[config.mk]
export PLATFORM = sky130hd
export DESIGN_NAME = pidc_seq
export DESIGN_NICKNAME = d
export VERILOG_FILES = /design/src/pidc_pkg.sv /design/src/pidc_seq.sv
export SDC_FILE = /design/constraint.sdc
export NUM_CORES = 1
export LEC_CHECK = 0
export BUFFER_PORTS_ARGS = -buffer_cell sky130_fd_sc_hd__buf_2
export CORE_MARGIN = 10
export CORE_UTILIZATION = 40
export DETAILED_ROUTE_END_ITERATION = 6
export PLACE_DENSITY = 0.75
export SYNTH_ARGS = -nofsm -noshare
export SYNTH_HDL_FRONTEND = slang
export SYNTH_SLANG_ARGS = --single-unit
export TNS_END_PERCENT = 5
[constraint.sdc]
create_clock -name clock -period 2.31 [get_ports clock]
set_clock_uncertainty 0.05 [all_clocks]
set_input_delay 0.3465 -clock clock [delete_from_list [all_inputs] [get_ports clock]]
set_output_delay 0.3465 -clock clock [all_outputs]
set_load 0.02 [all_outputs]
[src/pidc_pkg.sv]
// Shared constants, types and microcode word layout for the PID controller
package pidc_pkg;

   localparam int FX_W      = 32;
   localparam int TIME_W    = 31;
   localparam int ERR_W     = 33;
   localparam int DIFF_W    = 34;
   localparam int WIDE_W    = 48;
   localparam int NARROW_W  = 33;
   localparam int MAG_N_W   = 32;
   localparam int SEG_W     = 24;
   localparam int PP_W      = SEG_W + MAG_N_W;
   localparam int ACC_W     = WIDE_W + MAG_N_W;
   localparam int FRAC_W    = 16;
   localparam int SUM_W     = 50;
   localparam int CSR_IDX_W = 3;
   localparam int PC_W      = 5;

   localparam logic [CSR_IDX_W-1:0] CSR_PROP_GAIN  = 3'd0;
   localparam logic [CSR_IDX_W-1:0] CSR_INTEG_GAIN = 3'd1;
   localparam logic [CSR_IDX_W-1:0] CSR_DERIV_GAIN = 3'd2;
   localparam logic [CSR_IDX_W-1:0] CSR_STEP_TIME  = 3'd3;
   localparam logic [CSR_IDX_W-1:0] CSR_STEP_INV   = 3'd4;
   localparam logic [CSR_IDX_W-1:0] CSR_OUT_MAX    = 3'd5;
   localparam logic [CSR_IDX_W-1:0] CSR_OUT_MIN    = 3'd6;

   localparam logic [TIME_W-1:0] STEP_TIME_RST = 31'd65536;
   localparam logic [TIME_W-1:0] STEP_INV_RST  = 31'd65536;
   localparam logic [FX_W-1:0]   OUT_MAX_RST   = 32'h7FFF_FFFF;
   localparam logic [FX_W-1:0]   OUT_MIN_RST   = 32'h8000_0000;

   localparam logic [WIDE_W-1:0] WIDE_POS_MAX = 48'h7FFF_FFFF_FFFF;
   localparam logic [WIDE_W-1:0] WIDE_NEG_MIN = 48'h8000_0000_0000;

   typedef enum logic [2:0] {
      OP_LOAD, OP_MSET, OP_MLO, OP_MHI, OP_MFIN, OP_INTEG, OP_EMIT
   } op_type;

   typedef enum logic [1:0] {W_ERR, W_DIFF, W_T, W_ESUM} wsel_type;

   typedef enum logic [2:0] {N_KP, N_KI, N_KD, N_DT, N_IDT} nsel_type;

   typedef enum logic [1:0] {D_SUMCLR, D_SUMADD, D_T} dst_type;

   typedef enum logic [1:0] {J_NEXT, J_HOLD_REQ, J_HOLD_RSP} jc_type;

   typedef struct packed {
      op_type              op;
      wsel_type            wsel;
      nsel_type            nsel;
      dst_type             dst;
      jc_type              jc;
      logic [PC_W-1:0]     target;
   } ucode_type;

   typedef struct packed {
      logic mset;
      logic mlo;
      logic mhi;
   } mul_ctl_type;

endpackage

[src/pidc_seq.sv]
// Microcode sequencer: step counter, control store and conditional jumps
module pidc_seq (
   input  logic                   clock,
   input  logic                   reset,
   input  logic                   req_valid,
   input  logic                   rsp_busy,
   output pidc_pkg::ucode_type    uc
);

   localparam logic [pidc_pkg::PC_W-1:0] FETCH_PC = '0;

   logic [pidc_pkg::PC_W-1:0] pc_ff, pc_in;

   function automatic pidc_pkg::ucode_type mk(
      input pidc_pkg::op_type       op,
      input pidc_pkg::wsel_type     wsel,
      input pidc_pkg::nsel_type     nsel,
      input pidc_pkg::dst_type      dst,
      input pidc_pkg::jc_type       jc
   );
      pidc_pkg::ucode_type w;
      w.op     = op;
      w.wsel   = wsel;
      w.nsel   = nsel;
      w.dst    = dst;
      w.jc     = jc;
      w.target = FETCH_PC;
      return w;
   endfunction

   function automatic pidc_pkg::ucode_type ucode_rom(input logic [pidc_pkg::PC_W-1:0] pc);
      pidc_pkg::ucode_type w;
      case (pc)
         5'd0:  w = mk(pidc_pkg::OP_LOAD,  pidc_pkg::W_ERR,  pidc_pkg::N_KP,  pidc_pkg::D_T,      pidc_pkg::J_HOLD_REQ);
         // proportional
         5'd1:  w = mk(pidc_pkg::OP_MSET, pidc_pkg::W_ERR,  pidc_pkg::N_KP,  pidc_pkg::D_T,      pidc_pkg::J_NEXT);
         5'd2:  w = mk(pidc_pkg::OP_MLO,  pidc_pkg::W_ERR,  pidc_pkg::N_KP,  pidc_pkg::D_T,      pidc_pkg::J_NEXT);
         5'd3:  w = mk(pidc_pkg::OP_MHI,  pidc_pkg::W_ERR,  pidc_pkg::N_KP,  pidc_pkg::D_T,      pidc_pkg::J_NEXT);
         5'd4:  w = mk(pidc_pkg::OP_MFIN, pidc_pkg::W_ERR,  pidc_pkg::N_KP,  pidc_pkg::D_SUMCLR, pidc_pkg::J_NEXT);
         // error change times inverse step
         5'd5:  w = mk(pidc_pkg::OP_MSET, pidc_pkg::W_DIFF, pidc_pkg::N_IDT, pidc_pkg::D_T,      pidc_pkg::J_NEXT);
         5'd6:  w = mk(pidc_pkg::OP_MLO,  pidc_pkg::W_DIFF, pidc_pkg::N_IDT, pidc_pkg::D_T,      pidc_pkg::J_NEXT);
         5'd7:  w = mk(pidc_pkg::OP_MHI,  pidc_pkg::W_DIFF, pidc_pkg::N_IDT, pidc_pkg::D_T,      pidc_pkg::J_NEXT);
         5'd8:  w = mk(pidc_pkg::OP_MFIN, pidc_pkg::W_DIFF, pidc_pkg::N_IDT, pidc_pkg::D_T,      pidc_pkg::J_NEXT);
         // derivative
         5'd9:  w = mk(pidc_pkg::OP_MSET, pidc_pkg::W_T,    pidc_pkg::N_KD,  pidc_pkg::D_T,      pidc_pkg::J_NEXT);
         5'd10: w = mk(pidc_pkg::OP_MLO,  pidc_pkg::W_T,    pidc_pkg::N_KD,  pidc_pkg::D_T,      pidc_pkg::J_NEXT);
         5'd11: w = mk(pidc_pkg::OP_MHI,  pidc_pkg::W_T,    pidc_pkg::N_KD,  pidc_pkg::D_T,      pidc_pkg::J_NEXT);
         5'd12: w = mk(pidc_pkg::OP_MFIN, pidc_pkg::W_T,    pidc_pkg::N_KD,  pidc_pkg::D_SUMADD, pidc_pkg::J_NEXT);
         // error times step, into accumulator
         5'd13: w = mk(pidc_pkg::OP_MSET, pidc_pkg::W_ERR,  pidc_pkg::N_DT,  pidc_pkg::D_T,      pidc_pkg::J_NEXT);
         5'd14: w = mk(pidc_pkg::OP_MLO,  pidc_pkg::W_ERR,  pidc_pkg::N_DT,  pidc_pkg::D_T,      pidc_pkg::J_NEXT);
         5'd15: w = mk(pidc_pkg::OP_MHI,  pidc_pkg::W_ERR,  pidc_pkg::N_DT,  pidc_pkg::D_T,      pidc_pkg::J_NEXT);
         5'd16: w = mk(pidc_pkg::OP_MFIN, pidc_pkg::W_ERR,  pidc_pkg::N_DT,  pidc_pkg::D_T,      pidc_pkg::J_NEXT);
         5'd17: w = mk(pidc_pkg::OP_INTEG, pidc_pkg::W_ESUM, pidc_pkg::N_KI, pidc_pkg::D_T,      pidc_pkg::J_NEXT);
         // integral
         5'd18: w = mk(pidc_pkg::OP_MSET, pidc_pkg::W_ESUM, pidc_pkg::N_KI,  pidc_pkg::D_T,      pidc_pkg::J_NEXT);
         5'd19: w = mk(pidc_pkg::OP_MLO,  pidc_pkg::W_ESUM, pidc_pkg::N_KI,  pidc_pkg::D_T,      pidc_pkg::J_NEXT);
         5'd20: w = mk(pidc_pkg::OP_MHI,  pidc_pkg::W_ESUM, pidc_pkg::N_KI,  pidc_pkg::D_T,      pidc_pkg::J_NEXT);
         5'd21: w = mk(pidc_pkg::OP_MFIN, pidc_pkg::W_ESUM, pidc_pkg::N_KI,  pidc_pkg::D_SUMADD, pidc_pkg::J_NEXT);
         5'd22: w = mk(pidc_pkg::OP_EMIT, pidc_pkg::W_ERR,  pidc_pkg::N_KP,  pidc_pkg::D_T,      pidc_pkg::J_HOLD_RSP);
         default: w = mk(pidc_pkg::OP_LOAD, pidc_pkg::W_ERR, pidc_pkg::N_KP, pidc_pkg::D_T,      pidc_pkg::J_HOLD_REQ);
      endcase
      return w;
   endfunction

   assign uc = ucode_rom(pc_ff);

   always_comb begin
      pc_in = pc_ff + 1'b1;
      unique case (uc.jc)
         pidc_pkg::J_HOLD_REQ: begin
            if (!req_valid) pc_in = pc_ff;
         end
         pidc_pkg::J_HOLD_RSP: begin
            pc_in = rsp_busy ? pc_ff : uc.target;
         end
         default: ;
      endcase
   end

   always_ff @(posedge clock) begin
      if (reset) begin
         pc_ff <= FETCH_PC;
      end else begin
         pc_ff <= pc_in;
      end
   end

endmodule

==> metrics.md, run 1 <==
| Metric | Value |
|---|---|
| Final instance area | 1110 um^2 |
| Starting Density | 0.432 |
| Core area | 2280 um^2 |
| Worst Reg-to-Reg Cells | 9 |
| Initial antenna violation count | 0 |
| Crit end category | register |
| Largest stage delay, worst path | 0.37 ns |
| Post-synth EDFFs | 0 |
| DRC viols | 0 |
| Placed Area | between 1000 and 1500 um^2 |
| Post-Synthesis Cells | 106 |
| CTS Hold Bufs | 0 |
| Root Driver | clkbuf_4 |
| Vias per cell | 5.56 |
| Max Cap Viol | 0 |
| Total number of vias | 850 |
| I/O pin cnt | 21 |
| Dpl cells | 147 |
| Asr flop ratio synth | 0 |
| GRT Overall Usage | 0.0853 |
| Most frequent cells in the layout | 15 x buf_2, 15 x dfxtp_1, 8 x nor2_1 |
| R2r startpoint | uc[6]$_SDFF_PP0_ |
| Hold Path Sink | pc_ff[0]$_SDFFE_PP0N_ |
| Slew headroom | 0.546 |
| Syn_area_per_cell | between 9 and 10 um^2 |
| Non-filler cells, final | 153 |
| Yosys warning count | 0 |
| Hold Crit Depth | 3 |
| WL final | 2.16 mm |
| Setup Crit Path Kind | register to register |
| Worst path cell trace | or3b_1, nand2_1, a21oi_1, or2_4, ha_1, inv_1, nand4_1, mux2_4, o22ai_2 |
| Status | completed |
| Routed Antenna Nets | 0 |
| Die X | 69.6 um |
| Synth Cell Area | 982 um^2 |
| Synthesis-stage register bit count | 17 |
| DR WL/cell | 14.1 um |
| Skew-Pair Late Insertion Delay | 0.29 ns |
| Die H | approximately 70 um |
| Crit path max fanout | 7 |
| Vias in the first global route | 795 |
| Setup crit start kind | register |
| GR Overflow Total | 0 |
| Clock Tree Buf Depth | 2 |
| Top_reg_cell synth | dfxtp_1 |
| Worst-Margin Slew | 0.674 ns |
| Crit path DAT | 2.29 ns |
| ANT cells | 0 |
| Data required time of the worst path | about 2.5 ns |
| Hold Vio Cnt, Final | 0 |
| Placer congestion estimate | 0.789 |
| Hold WC Path Type | input port to register |
| PwrDens | 661 nW/um^2 |
| Filler cell count | roughly 220 |
| Pins Over Slew Limit | 0 |
| First-pass GRT wire length | between 3 and 4 mm |
| Setup TNS | 0 ns |
| Fin crit period | 2.12 ns |
| Yosys cell types | 46 |
| F_max | 472 MHz |
| Final HPWL DP | roughly 1.7 mm |
| Leakage | 0.498 nW |
| Die area | roughly 4800 um^2 |
| Period utilization | 0.917 |
| Site Rows | 17 |
| Min Hold Slack | 0.364 ns |
| Post-synthesis sequential area ratio | 0.346 |
| 1st-iter DRT viols | 35 |
| Worst vdd ir | 0.000469 V |
| R2r endpoint | uc[12]$_DFF_P_ |
| TritonCTS buffer count | 3 |
| R2r setup slk | 0.19 ns |
| TritonRoute pass-1 iters | 4 |
| Share of cells above drive strength 1 | 0.288 |
| Largest net degree at the start of global routing | 11 |
| Hold_sp | reset |
| Clk slew on worst S/H paths | approximately 0.1 ns |
| Port bufs | 15 |
| Htree depth | 1 |
| Final setup viols | 0 |
| Slowest-stage cell, CP | dfxtp_2 |
| Nets | 135 |
| Area Overhead vs Synth | 13.1% |
| Clock sinks | 17 |
| RSZ-0062 raised after global routing | false |
| CTS tree | done |
==> per-stage QoR <==
step	power (W)	worst slack [ns]	utilization
after CTS	0.000724	0.0660	0.478
after floorplan	0.000517	0.00186	-
after detailed placement	0.000569	-0.0198	0.466
after global routing	0.000785	0.0419	0.488
final	0.000735	0.192	0.488
after global placement	0.000564	0.0526	0.466
==> cell type report <==
class                   count  area [um^2]  area share
multi-input cells          79          577       0.519
well taps                  28         35.0      0.0315
clock inverters             1         5.00     0.00450
clock buffers               3         22.5      0.0203
flip-flops and latches     17          345       0.311
repair buffers             18         97.6      0.0878
inverters                   7         28.8      0.0259
==> worst max path at each step <==
stage	end	startpoint	cells after the start
CTS	uc[12]$_DFF_P_	uc[5]$_DFF_P_	9
global placement	uc[12]$_DFF_P_	req_valid	10
floorplan	uc[12]$_DFF_P_	uc[5]$_DFF_P_	10
global route	uc[12]$_DFF_P_	uc[5]$_DFF_P_	8
finish	uc[12]$_DFF_P_	uc[6]$_SDFF_PP0_	9
detailed placement	uc[12]$_DFF_P_	req_valid	10
==> sequential cells by signal (all words and copies together), names as in the netlist <==
register / count
uc: 12
pc_ff: 5
==> synthesized netlist by cell type, types with 2 or more instances <==
library cell	number	share of area
inv_1	6	0.023
mux2i_1	2	0.020
nor3_1	3	0.015
or3b_1	2	0.018
o22ai_1	4	0.025
and2_1	2	0.013
o31ai_1	2	0.015
buf_4	5	0.038
dfxtp_1	17	0.35
nand3_1	4	0.020
a21o_1	2	0.015
nand2_1	3	0.011
o21ai_0	4	0.020
nand3b_1	2	0.015
a21oi_1	5	0.025
ha_1	5	0.064
nor2_1	8	0.031
a31oi_1	2	0.013
==> what timing repair did <==
item | 4_1_cts | 5_1_grt
setup endpoints to repair | 0 | 4
gates resized for setup | 0 | 4
buffers inserted | 0 | 2
==> metal layers <==
layer	vias up	GRT usage	part of all wire
li1	420	-	-
met1	403	0.0915	0.39
met2	25	0.151	0.53
met3	2	0.0300	0.075
met4	0	0.0266	0.0065
met5	-	0	0
==> report_power, final <==
group	total [W]	switching, W	internal (W)
combinational	0.000241	0.000139	0.000102
sequential	0.000338	0.0000184	0.000320
clock	0.000155	0.0000910	0.0000644
total	0.000735	0.000249	0.000486
==> cells by family (layout without fill, tap and decap cells) <==
kind of cell | Yosys count | in the layout | synth area share
AND/OR/NAND/NOR | 35 | 35 | 0.234
AO/OA/AOI/OAI | 31 | 31 | 0.232
flip-flops | 17 | 17 | 0.347
buffers and inverters | 14 | 29 | 0.0841
adder cells (fa/ha/maj) | 5 | 5 | 0.0637
multiplexers | 3 | 3 | 0.0357
other | 1 | 5 | 0.00382
==> critical path: cells and delay by family (launching register included) <==
| kind | cells | cell delay [ns] |
|---|---|---|
| AND/OR/NAND/NOR | 4 | 0.81 |
| AO/OA/AOI/OAI | 2 | 0.20 |
| multiplexers | 1 | 0.31 |
| flip-flops | 1 | 0.37 |
| adder cells (fa/ha/maj) | 1 | 0.22 |
| buffers and inverters | 1 | 0.09 |
Power figures use the tool's default switching activity.
==> run 2, diff against run 1 <==
==> constraint.sdc (replaced) <==
create_clock -name clock -period 2.31 [get_ports clock]
set_clock_uncertainty 0.05 [all_clocks]
set_input_delay 0.1155 -clock clock [delete_from_list [all_inputs] [get_ports clock]]
set_output_delay 0.1155 -clock clock [all_outputs]
set_load 0.02 [all_outputs]
==> run 2 against run 1 <==
Against the previous run:
- power is 0.76% lower
- via count is 0.59% lower
- largest cell class unchanged
- die area stayed put
- register-to-register slack worse by 0.08 ns
- clock-buffer cell count is 1 higher
- non-clock buffer count is 2 lower
- global-route usage is 0.57 points higher
- sequential share of layout area is 0.31 points higher
- fmax is 3.6% lower
- core utilization is 0.82 points lower
==> metrics.md, run 2 (synthesis results as in run 1) <==
| Metric | Value |
|---|---|
| F_max | 455 MHz (-3.6%) |
| GR Overflow Total | 0 (unchanged) |
| Fin crit period | 2.20 ns (+0.0796 ns) |
| CTS tree | done |
| CTS Hold Bufs | 0 (unchanged) |
| Gate power share | 0.322 (-0.006) |
| Final HPWL DP | 1.78 mm (+5.0%) |
| GRT Overall Usage | 0.0910 (+0.00569) |
| Leakage | 0.485 nW (-2.6%) |
| Setup Crit Path Kind | register to register |
| Critical Path Sink | uc[12]$_DFF_P_ |
| Core area | 2280 um^2 (unchanged) |
| Pint | 0.000479 W (-1.4%) |
| Final instance area | 1090 um^2 (-1.7%) |
| Largest net degree at the start of global routing | 10 (-1) |
| Setup crit start kind | register |
| Area Overhead vs Synth | 11.2% |
| Worst Reg-to-Reg Cells | 8 (-1) |
| First-pass GRT wire length | 3.82 mm (+6.5%) |
| ANT cells | 0 (unchanged) |
| Sequential Power Share | 0.462 (about the same) |
| Pins Over Slew Limit | 0 (unchanged) |
| Skew-Pair Late Insertion Delay | 0.29 ns (about the same) |
| R2r setup slk | 0.11 ns (-0.08 ns) |
| R2r endpoint | uc[12]$_DFF_P_ |
| DRC viols | 0 (unchanged) |
| Routed Antenna Nets | 0 (unchanged) |
| Hold WC Path Type | input port to register |
| PwrDens | 668 nW/um^2 (+0.95%) |
| DR WL/cell | 15.2 um (+8.0%) |
| Worst-Margin Slew | 0.633 ns (-0.0415 ns) |
| R2r startpoint | uc[5]$_DFF_P_ |
| TritonCTS buffer count | 3 (unchanged) |
| WL final | 2.30 mm (+6.6%) |
| TritonRoute pass-1 iters | 4 (unchanged) |
| Site Rows | 17 (unchanged) |
| Crit path from | uc[5]$_DFF_P_ |
| Vias in the first global route | 832 (+4.7%) |
| Initial antenna violation count | 0 (unchanged) |
| Max Cap Viol | 0 (unchanged) |
| Slew headroom | 0.574 (+0.0279) |
| Port bufs | 15 (unchanged) |
| Total number of vias | 845 (-0.59%) |
| Dpl cells | 147 (unchanged) |
| Data required time of the worst path | 2.48 ns (about the same) |
| Most frequent cells in the layout | 15 x buf_2, 15 x dfxtp_1, 8 x nor2_1 |
| Non-filler cells, final | 151 (-1.3%) |
| Crit end category | register |
| Clk pwr share | 0.216 (+0.005) |
| Sw Ratio | 0.343 (+0.00456) |
| Worst vdd ir | 0.000462 V (-1.6%) |
| Min Hold Slack | 0.137 ns (-0.228 ns) |
| I/O pin cnt | 21 (unchanged) |
| Nets | 133 (-1.5%) |
| Die X | 69.6 um (unchanged) |
| Hold Vio Cnt, Final | 0 (unchanged) |
| Placed Area | 1060 um^2 (unchanged) |
| Htree depth | 1 (unchanged) |
| Post-CTS Setup Inserts | 0 (unchanged) |
| Final setup viols | 0 (unchanged) |
| NetSw | 0.000250 W (+0.58%) |
| Post-CTS sizing | 0 (unchanged) |
| Max FFs per register | 12 (unchanged) |
| Die H | 69.6 um (unchanged) |
| Clock Tree Buf Depth | 2 (unchanged) |
| Clk slew on worst S/H paths | 0.09 ns (about the same) |
| Post-layout util | 0.480 (-0.00825) |
| Vias per cell | 5.60 (+0.73%) |
| Root Driver | clkbuf_4 |
| Die area | 4840 um^2 (unchanged) |
| Status | completed |
| Placer congestion estimate | 0.792 (+0.38%) |
| Period utilization | 0.952 (+0.0345) |
| Clock sinks | 17 (unchanged) |
| 1st-iter DRT viols | 28 (-20%) |
| Crit path DAT | 2.37 ns (+0.08 ns) |
| Starting Density | 0.432 (unchanged) |
| Crit path max fanout | 7 (unchanged) |
| Share of cells above drive strength 1 | 0.268 (-0.0197) |
## run 2: cell count changes in the layout (fill, tap and decap cells not counted), sizes merged
cell,delta
buf,-2
clkbuf,+1
clkinv,-1
## run 2: routing by layer
| layer | track usage | part of all wire |
|---|---|---|
| met5 | 0 | 0 |
| met4 | 0.0266 | 0.0074 |
| met3 | 0.0314 | 0.051 |
| met2 | 0.164 | 0.55 |
| met1 | 0.0962 | 0.40 |
## run 2: final cells by class
cell class                 count  area [um^2]
inverter                       7         28.8
sequential                    17          343
tap                           28         35.0
fill                         216         1180
clock buffer                   4         26.3
timing repair buffer          16         82.6
multi-input combinational     79          577
## run 2: worst min path at each step
| stage | slack [ns] | end | start | depth (start not counted) |
|---|---|---|---|---|
| floorplan | 0.27 | pc_ff[0]$_SDFFE_PP0N_ | reset | 2 |
| global placement | 0.46 | pc_ff[0]$_SDFFE_PP0N_ | reset | 3 |
| detailed placement | 0.46 | pc_ff[0]$_SDFFE_PP0N_ | reset | 3 |
| CTS | 0.15 | pc_ff[0]$_SDFFE_PP0N_ | reset | 3 |
| global route | 0.16 | pc_ff[0]$_SDFFE_PP0N_ | reset | 3 |
| finish | 0.14 | pc_ff[0]$_SDFFE_PP0N_ | reset | 3 |
## run 2: power by group through the flow
stage | registers (W) | clock network (W) | logic, W
after global routing | 0.000340 | 0.000176 | 0.000260
after floorplan | 0.000358 | 0 | 0.000159
after CTS | 0.000335 | 0.000162 | 0.000231
final | 0.000337 | 0.000158 | 0.000235
after detailed placement | 0.000340 | 0 | 0.000229
after global placement | 0.000339 | 0 | 0.000224
## run 2: through the flow
stage	setup WS, ns	setup TNS (ns)	power (W)
final	0.112	0	0.000729
after global routing	-0.00172	-0.00172	0.000776
after CTS	0.0198	0	0.000728
after detailed placement	0.0529	0	0.000570
after global placement	0.177	0	0.000562
after floorplan	0.00186	0	0.000517
## run 2: critical path, cell delays in order (launching register included)
cell     delay (ns)
dfxtp_2        0.37
nor3b_4        0.32
o21ai_0        0.17
a21o_1         0.29
ha_1           0.28
inv_1          0.09
nand4_1        0.14
mux2_4         0.32
o22ai_2        0.10
==> run 3, diff against run 2 <==
--- a/config.mk
+++ b/config.mk
@@ -10,6 +10,7 @@
 export CORE_UTILIZATION = 40
 export DETAILED_ROUTE_END_ITERATION = 6
 export PLACE_DENSITY = 0.75
+export SETUP_SLACK_MARGIN = 0.2
 export SYNTH_ARGS = -nofsm -noshare
 export SYNTH_HDL_FRONTEND = slang
 export SYNTH_SLANG_ARGS = --single-unit
==> run 3 against run 2 <==
Against the previous run:
- non-clock buffer count increased by 6
- wire length increased by 4.9%
- power up 6.5%
- worst hold slack better by 0.045 ns
- final area increased by 7.7%
- sequential cell count is the same
- largest power group unchanged
==> metrics.md, run 3 (synthesis results as in run 1) <==
| Metric | Value |
|---|---|
| Critical Path Sink | uc[12]$_DFF_P_ |
| TritonCTS buffer count | 3 (unchanged) |
| Nets | 139 (+4.5%) |
| Clk slew on worst S/H paths | 0.10 ns (about the same) |
| GRT Overall Usage | 0.0926 (+0.00157) |
| I/O pin cnt | 21 (unchanged) |
| Final setup viols | 0 (unchanged) |
| 1st-iter DRT viols | 66 (+140%) |
| Crit path max fanout | 7 (unchanged) |
| Die H | 69.6 um (unchanged) |
| Starting Density | 0.432 (unchanged) |
| Site Rows | 17 (unchanged) |
| TritonRoute pass-1 iters | 4 (unchanged) |
| Root Driver | clkbuf_4 |
| Max FFs per register | 12 (unchanged) |
| Die area | 4840 um^2 (unchanged) |
| ANT cells | 0 (unchanged) |
| RSZ-0062 raised after global routing | true |
| Crit path from | uc[5]$_DFF_P_ |
| Metal-1 WL | 963 um (+5.7%) |
| Multi-input combinational cell area | 609 um^2 (+5.6%) |
| CTS tree | done |
| Total number of vias | 884 (+4.6%) |
| Status | completed |
| R2r endpoint | uc[12]$_DFF_P_ |
| Vias in the first global route | 874 (+5.0%) |
| Worst Reg-to-Reg Cells | 9 (+1) |
| Worst-Margin Slew | 0.576 ns (-0.0565 ns) |
| Core area | 2280 um^2 (unchanged) |
| Final HPWL DP | 1.70 mm (-4.4%) |
| Hold WC Path Type | input port to register |
| Hold Vio Cnt, Final | 0 (unchanged) |
| Filler cell count | 203 (-6.0%) |
| Share of cells above drive strength 1 | 0.380 (+0.112) |
| Placer congestion estimate | 0.863 (+8.9%) |
| Skew-Pair Late Insertion Delay | 0.29 ns (about the same) |
| DRC viols | 0 (unchanged) |
| GR Overflow Total | 0 (unchanged) |
| Worst vdd ir | 0.000362 V (-22%) |
| Data required time of the worst path | 2.49 ns (about the same) |
| Vias per cell | 5.63 (+0.62%) |
| First-pass GRT wire length | 3.93 mm (+3.1%) |
| Max layer used | met4 |
| Most frequent cells in the layout | 15 x buf_2, 15 x dfxtp_1, 8 x nor2_1 |
| Initial antenna violation count | 0 (unchanged) |
| Storage cell area | 348 um^2 (+1.5%) |
| DR WL/cell | 15.4 um (+0.91%) |
| Crit end category | register |
| R2r startpoint | uc[5]$_DFF_P_ |
| Clock sinks | 17 (unchanged) |
| R2r setup slk | 0.25 ns (+0.14 ns) |
| Pins Over Slew Limit | 0 (unchanged) |
| Placed Area | 1070 um^2 (+0.47%) |
| Largest net degree at the start of global routing | 11 (+1) |
| Routed Antenna Nets | 0 (unchanged) |
| Setup Crit Path Kind | register to register |
| Fin crit period | 2.06 ns (-0.138 ns) |
| Final instance area | 1180 um^2 (+7.7%) |
| Htree depth | 1 (unchanged) |
| Crit path DAT | 2.24 ns (-0.13 ns) |
| Leakage | 0.515 nW (+6.2%) |
| Metal2 WL | 1.29 mm (+2.6%) |
| WL final | 2.41 mm (+4.9%) |
| Met3 Wirelength | 144 um (+23%) |
| PwrDens | 660 nW/um^2 (-1.1%) |
| Port bufs | 15 (unchanged) |
| Setup crit start kind | register |
| Die X | 69.6 um (unchanged) |
| Period utilization | 0.892 (-0.0597) |
| Max Cap Viol | 0 (unchanged) |
| Setup TNS | 0 ns (unchanged) |
| Area Overhead vs Synth | 19.7% |
| F_max | 485 MHz (+6.7%) |
| Clock Tree Buf Depth | 2 (unchanged) |
| Slew headroom | 0.612 (+0.0381) |
-- run 3: critical path, cell delays in order (launching register included) --
cell,delay [ns]
dfxtp_4,0.38
or3b_4,0.40
nand2_2,0.08
a21oi_2,0.07
or2_4,0.27
ha_4,0.18
inv_2,0.05
nand4_1,0.11
mux2_4,0.30
o22ai_2,0.11
-- run 3: final cells by class --
type | count | share of cell area
repair buffers | 22 | 0.109
clock buffers | 3 | 0.0191
inverters | 7 | 0.0245
multi-input cells | 79 | 0.518
flip-flops and latches | 17 | 0.296
well taps | 28 | 0.0298
clock inverters | 1 | 0.00426
-- run 3: per-stage QoR --
| stage | total power, W | util | setup WS [ns] | hold slack, ns | cells |
|---|---|---|---|---|---|
| after global routing | 0.000823 | 0.517 | 0.140 | 0.191 | 157 |
| after CTS | 0.000753 | 0.496 | 0.207 | 0.149 | 153 |
| final | 0.000777 | 0.517 | 0.250 | 0.181 | 157 |
| after detailed placement | 0.000573 | 0.468 | 0.147 | 0.455 | 146 |
| after global placement | 0.000565 | 0.468 | 0.200 | 0.444 | 146 |
| after floorplan | 0.000523 | - | 0.226 | 0.261 | 110 |
-- run 3: timing repair --
action	in CTS	in global routing
buffers inserted	3	4
gates cloned	0	0
pin swaps	1	3
gates resized for setup	2	7
hold buffers	0	0
setup endpoints to repair	4	8
-- run 3: how the worst min path moves through the flow --
stage | startpoint | end | cells after the start
3_5_place_dp | reset | pc_ff[0]$_SDFFE_PP0N_ | 3
2_1_floorplan | reset | pc_ff[0]$_SDFFE_PP0N_ | 2
3_3_place_gp | reset | pc_ff[0]$_SDFFE_PP0N_ | 3
6_report | reset | pc_ff[0]$_SDFFE_PP0N_ | 3
4_1_cts | reset | pc_ff[0]$_SDFFE_PP0N_ | 3
5_1_grt | reset | pc_ff[0]$_SDFFE_PP0N_ | 3
-- run 3: metal layers --
metal | track usage | vias up
li1 | - | 431
met1 | 0.0981 | 411
met2 | 0.168 | 38
met3 | 0.0300 | 4
met4 | 0.0266 | 0
met5 | 0 | -
-- run 3: report_power, final --
| part | switching, W | leakage, nW | internal [W] | total (W) |
|---|---|---|---|---|
| Sequential | 0.0000201 | 0.139 | 0.000319 | 0.000339 |
| Clock | 0.0000942 | 0.0177 | 0.0000644 | 0.000159 |
| Combinational | 0.000159 | 0.358 | 0.000120 | 0.000279 |
| Total | 0.000273 | 0.515 | 0.000504 | 0.000777 |
